==> src/mje_pkg.sv <==
package mje_pkg;

  localparam int JUMP_W        = 8;
  localparam int OUT_W         = 16;
  localparam int MAX_JUMP_DEF  = 255;
  localparam int CNT_WIDTH_DEF = 16;

  // broadcast from the top level to every cell of the window
  typedef struct packed {
    logic              shift;
    logic              relax;
    logic              clear;
    logic [JUMP_W-1:0] jump_len;
  } cell_ctl_t;

endpackage

==> src/mje_cell.sv <==
module mje_cell #(
  parameter int CellIdx    = 0,
  parameter int CountWidth = mje_pkg::CNT_WIDTH_DEF
) (
  input  logic                  clk_i,
  input  logic                  rst_ni,
  input  mje_pkg::cell_ctl_t    ctl_i,
  input  logic [CountWidth-1:0] nc_i,
  input  logic [CountWidth-1:0] next_cnt_i,
  input  logic                  next_unr_i,
  output logic [CountWidth-1:0] cnt_o,
  output logic                  unr_o
);

  logic [CountWidth-1:0] cnt_q;
  logic                  unr_q;
  logic                  in_reach;
  logic                  hit;

  // this position lies within the jump of the current one
  assign in_reach = int'(ctl_i.jump_len) > CellIdx;
  assign hit      = ctl_i.relax && in_reach && (unr_q || (nc_i < cnt_q));

  // relaxed value, handed to the left neighbor
  assign cnt_o = hit ? nc_i : cnt_q;
  assign unr_o = hit ? 1'b0 : unr_q;

  always_ff @(posedge clk_i or negedge rst_ni) begin
    if (!rst_ni) begin
      unr_q <= 1'b1;
    end else if (ctl_i.clear) begin
      unr_q <= 1'b1;
    end else if (ctl_i.shift) begin
      unr_q <= next_unr_i;
    end
  end

  always_ff @(posedge clk_i) begin
    if (ctl_i.shift) begin
      cnt_q <= next_cnt_i;
    end
  end

endmodule

==> config.mk <==
export PLATFORM = sky130hd
export DESIGN_NAME = mje_cell
export DESIGN_NICKNAME = d
export VERILOG_FILES = /design/src/mje_pkg.sv /design/src/mje_cell.sv
export SDC_FILE = /design/constraint.sdc
export NUM_CORES = 1
export LEC_CHECK = 0
export ABC_AREA = 1
export BUFFER_PORTS_ARGS = -buffer_cell sky130_fd_sc_hd__buf_2
export CORE_MARGIN = 2
export CORE_UTILIZATION = 46
export CTS_CLUSTER_DIAMETER = 30
export CTS_CLUSTER_SIZE = 28
export DETAILED_ROUTE_END_ITERATION = 6
export PLACE_DENSITY = 0.86
export SETUP_SLACK_MARGIN = 0.1
export SLEW_MARGIN = 20
export SYNTH_ARGS = -nofsm -noshare
export SYNTH_HDL_FRONTEND = slang
export SYNTH_SLANG_ARGS = --single-unit
==> constraint.sdc <==
create_clock -name clk_i -period 2.4 [get_ports clk_i]
set_input_delay 0.48 -clock clk_i [delete_from_list [all_inputs] [get_ports clk_i]]
set_output_delay 0.48 -clock clk_i [all_outputs]
set_load 0.03 [all_outputs]
==> results of run 1 <==
## worst max-delay path by stage
stage | to | slack [ns] | depth (start not counted)
after floorplan | cnt_o[10] | 0.21 | 12
after detailed placement | cnt_o[4] | -0.20 | 11
after global routing | cnt_o[3] | -0.34 | 11
after global placement | cnt_o[4] | -0.10 | 11
final | cnt_o[2] | -0.21 | 11
after CTS | cnt_o[4] | -0.20 | 13
## cell families after synthesis
kind of cell             count (synthesis)  synth area share
adder cells (fa/ha/maj)                 15             0.146
flip-flops                              17             0.393
AO/OA/AOI/OAI                           12            0.0602
AND/OR/NAND/NOR                         74             0.312
buffers and inverters                   25            0.0893
## flip-flops by register name, indices dropped and copies added, names as in the netlist
| name | flops |
|---|---|
| unr_q | 1 |
| cnt_q | 16 |
## worst reg2reg max path, delay by kind of cell, from the launching register on
family / cells / cell delay [ns]
flip-flops: 1 / 0.52
AO/OA/AOI/OAI: 1 / 0.18
buffers and inverters: 1 / 0.10
## per-layer routing
| layer | routed length [µm] | share of wire |
|---|---|---|
| met4 | 31 | 0.010 |
| met3 | 132 | 0.043 |
| met1 | 1190 | 0.39 |
| met2 | 1690 | 0.56 |
| met5 | 0 | 0 |
## timing repair
item / CTS / global route
gates cloned: 1 / 0
gates resized for setup: 37 / 23
setup endpoints to repair: 16 / 16
buffers inserted: 4 / 2
pin swaps: 2 / 17
## placed cells by master, fill, tap and decap left out, drive strengths merged
cell type	synthesis	routed
edfxtp	16	16
inv	22	22
nand2	50	51
buf	3	73
dfstp	1	1
nor3	2	2
nor4	2	2
o21ai	3	3
nand3	17	17
a21oi	8	8
clkbuf	0	4
nor2	3	3
ha	15	15
a21boi	1	1
## per-stage QoR
step	setup TNS, ns	hold WS (ns)	power, µW	std cells	cell area [µm²]
2_1_floorplan	0	0.332	575	143	1290
3_3_place_gp	-1.35	0.416	668	238	1640
3_5_place_dp	-2.94	0.416	675	238	1640
4_1_cts	-3.01	0.0877	886	247	1840
5_1_grt	-4.91	0.0797	969	249	1970
6_report	-2.82	0.0968	920	249	1970
## report_power, final
group	leakage [µW]	internal, µW	switching (µW)	total [µW]
registers	0.000167	351	13.6	365
logic	0.000834	180	225	405
clock network	0.0000150	64.7	85.3	150
## cell type report
type	count	area (µm²)
Multi-Input combinational cell	102	811
Fill cell	200	744
Timing Repair Buffer	73	500
Sequential cell	17	507
Inverter	22	82.6
Tap cell	31	38.8
Clock buffer	4	26.3
==> results.yml, run 1 <==
cts:
  cts_buffer_depth: 2
  path_clk_slew_ns: 0.09
  numCtsBuffers: 3
  cts_hold_buf: 0
  clockRootBuffer: "clkbuf_4"
  worst_skew_pair.late_latency_ns: 0.29
  clock_sinks: 17
  h-tree-depth: 1
  cts_tree: "done"
run_status:
  status: "finished with violations"
  violations: "negative setup slack"
route:
  route.detailed.drc: 0
  num_vias: 1227
  viasPerCell: 4.93
  routedWlPerCell_um: 12.2
  routed_wl_mm: 3.05
  drtAntennaViolNets: 0
  firstDrtPassIters: 4
  drt_iter0_markers: 41
global_routing:
  grt_overflow: 0
  met1_usage: 0.217
  antenna_found_initial: 0
  grt_max_degree: 19
  met3_usage: 0.0249
  use_met2: 0.343
  globalRouteTotalUtil: 0.186
  grt_pass1_vias: 1185
  grt_pass1_wl_mm: 4.75
  grt-busiest-layer: "met2"
timing:
  setup_viol: 16
  fin_worst_skew_ns: 0
  rsz0062_at_grt: "true"
  worst_slack_ns: -0.209
  worst_pin_slew_ns: 0.861
  hold_viol: 0
  slew_headroom: 0.422
  finalCritPeriodShare: 1.09
  clock.fmax_ghz: 0.383
  fin_crit_ns: 2.61
  slew_viol_final: 0
worst_setup_path:
  required_ns: 1.92
  cp_slowest_stage_delay_ns: 0.45
  slowest_stage: "edfxtp_1"
  crit_buf_inv: 3
  startpoint: "cnt_q[11]"
  cp.arrival_ns: 2.13
  critPathKind: "flip-flop to primary output"
  crit_chain: "inv_2 > ha_4 > a21oi_4 > o21ai_2 > a21oi_2 > nand2_2 > nand2_8 > buf_6 > nand3_1 > nand2_1 > buf_6"
  r2r_cells: 2
  cp-end-kind: "primary output"
  reg2reg_to: "unr_q"
  critPathTopFamily: "flip-flops"
  cp_common_cell: "buf_6"
  cp-start-kind: "flip-flop"
  cp_max_fo: 6
  r2r_slack_ns: 1.53
  timing.rr.start: "unr_q"
placement:
  gp_congestion: 0.780
  hpwlAfterDp_mm: 2.24
  port_buffers: 62
  dp_slack_ns: -0.202
synth:
  synth_common_cells: "nand2_1 (27), inv_1 (22), nand2_2 (21), edfxtp_1 (16), nand3_1 (16)"
  synth_edf_count: 16
  synth_top_area_share: 0.373
  synth.most_common_cell: "nand2_1"
  synth_top_area_cell: "edfxtp_1"
  synthTopCellsByArea: "edfxtp_1 (37%), ha_1 (15%), nand2_2 (10%)"
  seq_area_frac_synth: 0.393
  synth_warnings: 0
  syn_inst: 143
  synth_area_um2: 1290
  synth_seq_cells: 17
  async_flop_share: 0.0588
  synth_top_flop_cell: "edfxtp_1"
  synth_cell_types: 19
  synth_nets: 204
  syn_area_per_cell_um2: 9.01
die:
  dieArea_um2: 3240
  die_w_um: 56.9
  fp-row-count: 19
  coreArea_um2: 2710
  num_io_pins: 63
  die_height_um: 56.9
  initial_core_util: 0.476
cells_and_area:
  layout.nets: 280
  fin_util: 0.725
  antenna_cells: 0
  area_delta_synth_final_pct: 52.5
  drive_above_1_share: 0.583
power:
  ir_worst_vdd_uv: 473
  power_density_nw_per_um2: 468
  p_leak_uw: 0.00102
flow_run:
  maxCapViolCount: 0
hold_path:
  hold_path_class: "input port to asynchronous set/reset pin"
No activity file was read; power rests on OpenSTA's default activity.
==> run 2: changes to the inputs <==
--- a/config.mk
+++ b/config.mk
@@ -7,7 +7,6 @@
 export LEC_CHECK = 0
 export ABC_AREA = 1
 export BUFFER_PORTS_ARGS = -buffer_cell sky130_fd_sc_hd__buf_2
-export CORE_MARGIN = 2
 export CORE_UTILIZATION = 46
 export CTS_CLUSTER_DIAMETER = 30
 export CTS_CLUSTER_SIZE = 28
==> run 2 against run 1 <==
The flow still finishes with violations (negative setup slack). Largest power group unchanged. Critical path type unchanged. Clock skew unchanged. Sequential power rose by 1%. Critical path depth unchanged. Clock power decreased by 7%. Register-to-register slack got worse by 0.09 ns. Fmax decreased by 5.9%. Flip-flop and latch count unchanged. Clock-buffer cell count unchanged. Wire length rose by 41%. Via count rose by 12%. Power up 5.3%. Hold slack improved by 0.021 ns.
==> results.yml, run 2 (synthesis results as in run 1) <==
cells_and_area:
  instances_no_fill: 255
  drive_above_1_share: 0.676
  reg_top3: "cnt_q x16, unr_q x1"
  final.fill_count: 147
  area_delta_synth_final_pct: 62.6
  layout.nets: 287
  top_register: "cnt_q"
  largest_register_ffs: 16
  antenna_cells: 0
  final_cell_mix: "buf_2 (46), nand2_2 (30), nand2_1 (19), buf_6 (19), edfxtp_1 (16)"
  final_common_cell: "buf_2"
cts:
  numCtsBuffers: 3
  path_clk_slew_ns: 0.09
  cts_hold_buf: 0
  worst_skew_pair.late_latency_ns: 0.28
  cts_buffer_depth: 2
  clock_sinks: 17
  clockRootBuffer: "clkbuf_4"
  h-tree-depth: 1
  cts_tree: "done"
global_routing:
  grt_pass1_wl_mm: 5.20
  grt_max_degree: 19
  grt_overflow: 0
  grt_pass1_vias: 1163
  globalRouteTotalUtil: 0.250
  antenna_found_initial: 0
placement:
  gp_congestion: 0.847
  hpwlAfterDp_mm: 2.24
  port_buffers: 62
  dp.cells: 237
worst_setup_path:
  required_ns: 1.92
  cp_common_cell: "buf_6"
  cp-start-kind: "flip-flop"
  slowest_stage: "edfxtp_1"
  crit_chain: "inv_1 > ha_1 > a21oi_1 > o21ai_1 > a21oi_2 > nand2_2 > nand2_8 > buf_6 > nand3_1 > nand2_1 > buf_6"
  cp_slowest_stage_delay_ns: 0.43
  cp_max_fo: 5
  cp.arrival_ns: 2.29
  critPathKind: "flip-flop to primary output"
  cp-end-kind: "primary output"
timing:
  slew_headroom: 0.675
  hold_viol: 0
  rsz0062_at_grt: "true"
  fin_crit_ns: 2.77
  worst_slack_ns: -0.371
  slew_viol_final: 0
  clock.fmax_ghz: 0.361
  fin_worst_skew_ns: 0
  fin_tns_setup_ns: -4.22
  finalCritPeriodShare: 1.15
  setup_viol: 16
  worst_pin_slew_ns: 0.486
die:
  num_io_pins: 63
  fp-row-count: 18
  coreArea_um2: 2570
  dieArea_um2: 3020
  die_height_um: 54.9
  die_w_um: 54.9
  initial_core_util: 0.502
hold_path:
  hold_path_class: "input port to asynchronous set/reset pin"
power:
  switching_share: 0.363
  intPower_uw: 618
  seqPwrFrac: 0.381
  p_sw_uw: 352
  p_comb_frac: 0.475
  p_leak_uw: 0.00105
  power_uw: 969
  power_density_nw_per_um2: 462
  clkPwrFrac: 0.144
  ir_worst_vdd_uv: 417
route:
  drt_iter0_markers: 28
  viasPerCell: 5.38
  routedWlPerCell_um: 16.9
  firstDrtPassIters: 4
  drtAntennaViolNets: 0
  route.detailed.drc: 0
  num_vias: 1371
  routed_wl_mm: 4.30
run_status:
  violations: "negative setup slack"
  status: "finished with violations"
flow_run:
  maxCapViolCount: 0
[run 2: per-stage QoR]
stage / utilization / cell area [µm²] / worst slack (ns) / hold slack, ns
6_report: 0.816 / 2100 / -0.371 / 0.118
4_1_cts: 0.741 / 1900 / -0.112 / 0.109
3_5_place_dp: 0.639 / 1640 / -0.105 / 0.418
5_1_grt: 0.816 / 2100 / -0.438 / 0.110
3_3_place_gp: 0.639 / 1640 / -0.0788 / 0.416
2_1_floorplan: - / 1290 / 0.207 / 0.332
[run 2: per-layer routing]
layer	global-route usage	vias up	part of all wire
met3	0.0164	18	0.046
met2	0.412	68	0.52
met4	0.142	0	0.043
met5	0	-	0
met1	0.326	645	0.39
li1	-	640	-
[run 2: critical path, delay by kind of cell, from the launching register on]
family | cells | cell delay (ns)
AND/OR/NAND/NOR | 4 | 0.53
adder cells (fa/ha/maj) | 1 | 0.25
AO/OA/AOI/OAI | 3 | 0.44
buffers and inverters | 3 | 0.37
flip-flops | 1 | 0.43
[run 2: area by class of cell]
type	instances	area, µm²	share of cell area
Tap cell	30	37.5	0.0179
Sequential cell	17	507	0.242
Inverter	22	82.6	0.0394
Clock buffer	4	26.3	0.0125
Multi-Input combinational cell	103	893	0.426
Timing Repair Buffer	79	549	0.262
[run 2: timing repair]
| item | in CTS | in global routing |
|---|---|---|
| gates cloned | 2 | 0 |
| endpoints found under the setup margin | 16 | 17 |
| resized for setup | 49 | 30 |
| pin swaps | 7 | 9 |
| setup buffers | 7 | 5 |
[run 2: power by group through the flow]
stage	Combinational, µW	Clock [µW]	Sequential [µW]
after floorplan	207	0	368
after global placement	294	0	373
after detailed placement	300	0	374
after CTS	382	146	366
after global routing	489	155	371
final	460	140	369
[run 2: worst paths after layout]
path | from | endpoint | slack (ns) | cells past startpoint
worst max-delay path | cnt_q[11] | cnt_o[3] | -0.37 | 11
worst min-delay path | rst_ni | unr_q | 0.12 | 1
worst max register to register | unr_q | unr_q | 1.44 | 2
worst min register to register | unr_q | unr_q | 0.77 | 2
max in group asynchronous | rst_ni | unr_q | 2.26 | 1
min in group clk_i | next_cnt_i[3] | cnt_q[3] | 0.37 | 1
==> run 3: changes to the inputs <==
--- a/config.mk
+++ b/config.mk
@@ -11,7 +11,7 @@
 export CTS_CLUSTER_DIAMETER = 30
 export CTS_CLUSTER_SIZE = 28
 export DETAILED_ROUTE_END_ITERATION = 6
-export PLACE_DENSITY = 0.86
+export PLACE_DENSITY_LB_ADDON = 0.05
 export SETUP_SLACK_MARGIN = 0.1
 export SLEW_MARGIN = 20
 export SYNTH_ARGS = -nofsm -noshare
==> run 3 against run 2 <==
The flow still finishes with violations (negative setup slack). Sequential power barely moved. Wire length decreased by 22%. Clock power up 13%. Cell count down 2.7%. Sequential share of layout area rose by 0.31 points.
==> results.yml, run 3 (synthesis results as in run 1) <==
cells_and_area:
  multiInputGateArea_um2: 911
  largest_register_ffs: 16
  regArea_um2: 507
  layout.nets: 280
  top_register: "cnt_q"
  drive_above_1_share: 0.651
  antenna_cells: 0
  reg_top3: "cnt_q x16, unr_q x1"
  final_cell_mix: "buf_2 (46), nand2_2 (24), nand2_1 (23), buf_6 (17), edfxtp_1 (16)"
  final.fill_count: 157
  area_delta_synth_final_pct: 60.6
  final_common_cell: "buf_2"
die:
  die_height_um: 54.9
  coreArea_um2: 2570
  fp-row-count: 18
  initial_core_util: 0.502
  dieArea_um2: 3020
  num_io_pins: 63
  die_w_um: 54.9
timing:
  slew_headroom: 0.621
  slew_viol_final: 0
  fin_tns_setup_ns: -2.80
  fin_worst_skew_ns: 0
  rsz0062_at_grt: "true"
  worst_slack_ns: -0.218
  clock.fmax_ghz: 0.382
  hold_viol: 0
  finalCritPeriodShare: 1.09
  worst_pin_slew_ns: 0.567
  fin_crit_ns: 2.62
  setup_viol: 16
worst_setup_path:
  slowest_stage: "edfxtp_1"
  timing.rr.start: "unr_q"
  crit_buf_inv: 4
  critPathKind: "flip-flop to primary output"
  critPathTopFamily: "simple AND/OR/NAND/NOR gates"
  cp-end-kind: "primary output"
  cp_slowest_stage_delay_ns: 0.43
  crit_chain: "inv_1 > ha_4 > nand2_1 > inv_1 > nand2_1 > nand2_1 > nand2_1 > nand2_1 > nand2_1 > nand2_2 > nand2_8 > buf_8 > nand3_1 > nand2_2 > buf_6"
  cp.arrival_ns: 2.14
  startpoint: "cnt_q[3]"
  required_ns: 1.92
  cp_max_fo: 7
  cp-start-kind: "flip-flop"
  cp_common_cell: "nand2_1"
run_status:
  status: "finished with violations"
  violations: "negative setup slack"
global_routing:
  grt_max_degree: 19
  grt_overflow: 0
  globalRouteTotalUtil: 0.229
  grt_pass1_vias: 1142
  antenna_found_initial: 0
  grt_pass1_wl_mm: 4.71
route:
  firstDrtPassIters: 6
  routedWlPerCell_um: 13.6
  drtAntennaViolNets: 0
  routed_wl_mm: 3.38
  route.detailed.drc: 0
  num_vias: 1281
  drt_iter0_markers: 23
  viasPerCell: 5.17
cts:
  h-tree-depth: 1
  numCtsBuffers: 3
  clock_sinks: 17
  cts_tree: "done"
  cts_buffer_depth: 2
  worst_skew_pair.late_latency_ns: 0.30
  clockRootBuffer: "clkbuf_4"
  path_clk_slew_ns: 0.11
power:
  seqPwrFrac: 0.381
  p_sw_uw: 352
  ir_worst_vdd_uv: 385
  switching_share: 0.366
  clkPwrFrac: 0.165
  intPower_uw: 609
  p_comb_frac: 0.455
  power_density_nw_per_um2: 464
  power_uw: 961
  p_leak_uw: 0.00102
placement:
  hpwlAfterDp_mm: 2.24
  port_buffers: 62
  gp_congestion: 0.847
flow_run:
  maxCapViolCount: 0
hold_path:
  hold_path_class: "input port to asynchronous set/reset pin"
[run 3: changes by cell type in the layout (fill, tap and decap cells not counted), sizes merged]
cell and delta:
clkinv +1, buf -6, nand2 -1, clkbuf -1
[run 3: power by group through the flow]
stage,registers [µW],clock network (µW),logic [µW]
global placement,371,0,295
detailed placement,372,0,304
floorplan,368,0,207
global route,368,178,473
finish,366,158,437
CTS,364,165,378
[run 3: final cells by class]
class                           instances  area share
Sequential cell                        17       0.245
Timing Repair Buffer                   73       0.244
Inverter                               22      0.0399
Clock inverter                          1     0.00242
Tap cell                               30      0.0181
Multi-Input combinational cell        102       0.440
Clock buffer                            3      0.0109
[run 3: through the flow]
step	area [µm²]	util	hold WS (ns)	std cells	setup WS (ns)
global route	2070	0.806	0.0617	248	-0.352
global placement	1640	0.639	0.415	237	-0.0804
floorplan	1290	-	0.332	143	0.207
finish	2070	0.806	0.0876	248	-0.218
detailed placement	1640	0.639	0.418	237	-0.122
CTS	1880	0.733	0.0796	247	-0.157
[run 3: path summary, 6_finish.rpt]
check                       endpoint  slack (ns)  cells past startpoint
hold / removal                 unr_q        0.09                      1
max in group asynchronous      unr_q        2.29                      1
min in group clk_i         cnt_q[14]        0.35                      1
hold reg to reg                unr_q        0.69                      2
setup reg to reg               unr_q        1.51                      2
setup / recovery            cnt_o[8]       -0.22                     15
[run 3: worst reg2reg max path, cell delays in order, from the launching register on]
cell and delay, ns:
dfstp_2 0.53, inv_1 0.11, o21ai_0 0.18
[run 3: per-layer routing]
metal  GRT usage  vias up  wire length, µm
met5           0        -                0
met4       0.125        0               75
met3      0.0519       11              181
met2       0.420       59             1850
met1       0.239      585             1270
li1            -      626                -
[run 3: repair_timing]
| action | 4_1_cts | 5_1_grt |
|---|---|---|
| buffers inserted | 5 | 1 |
| gates resized for setup | 45 | 33 |
| hold buffers | 0 | 0 |
| cloned | 1 | 0 |
| endpoints found under the setup margin | 16 | 17 |
| hold endpoints to repair | 0 | 0 |
| pin swaps | 5 | 12 |
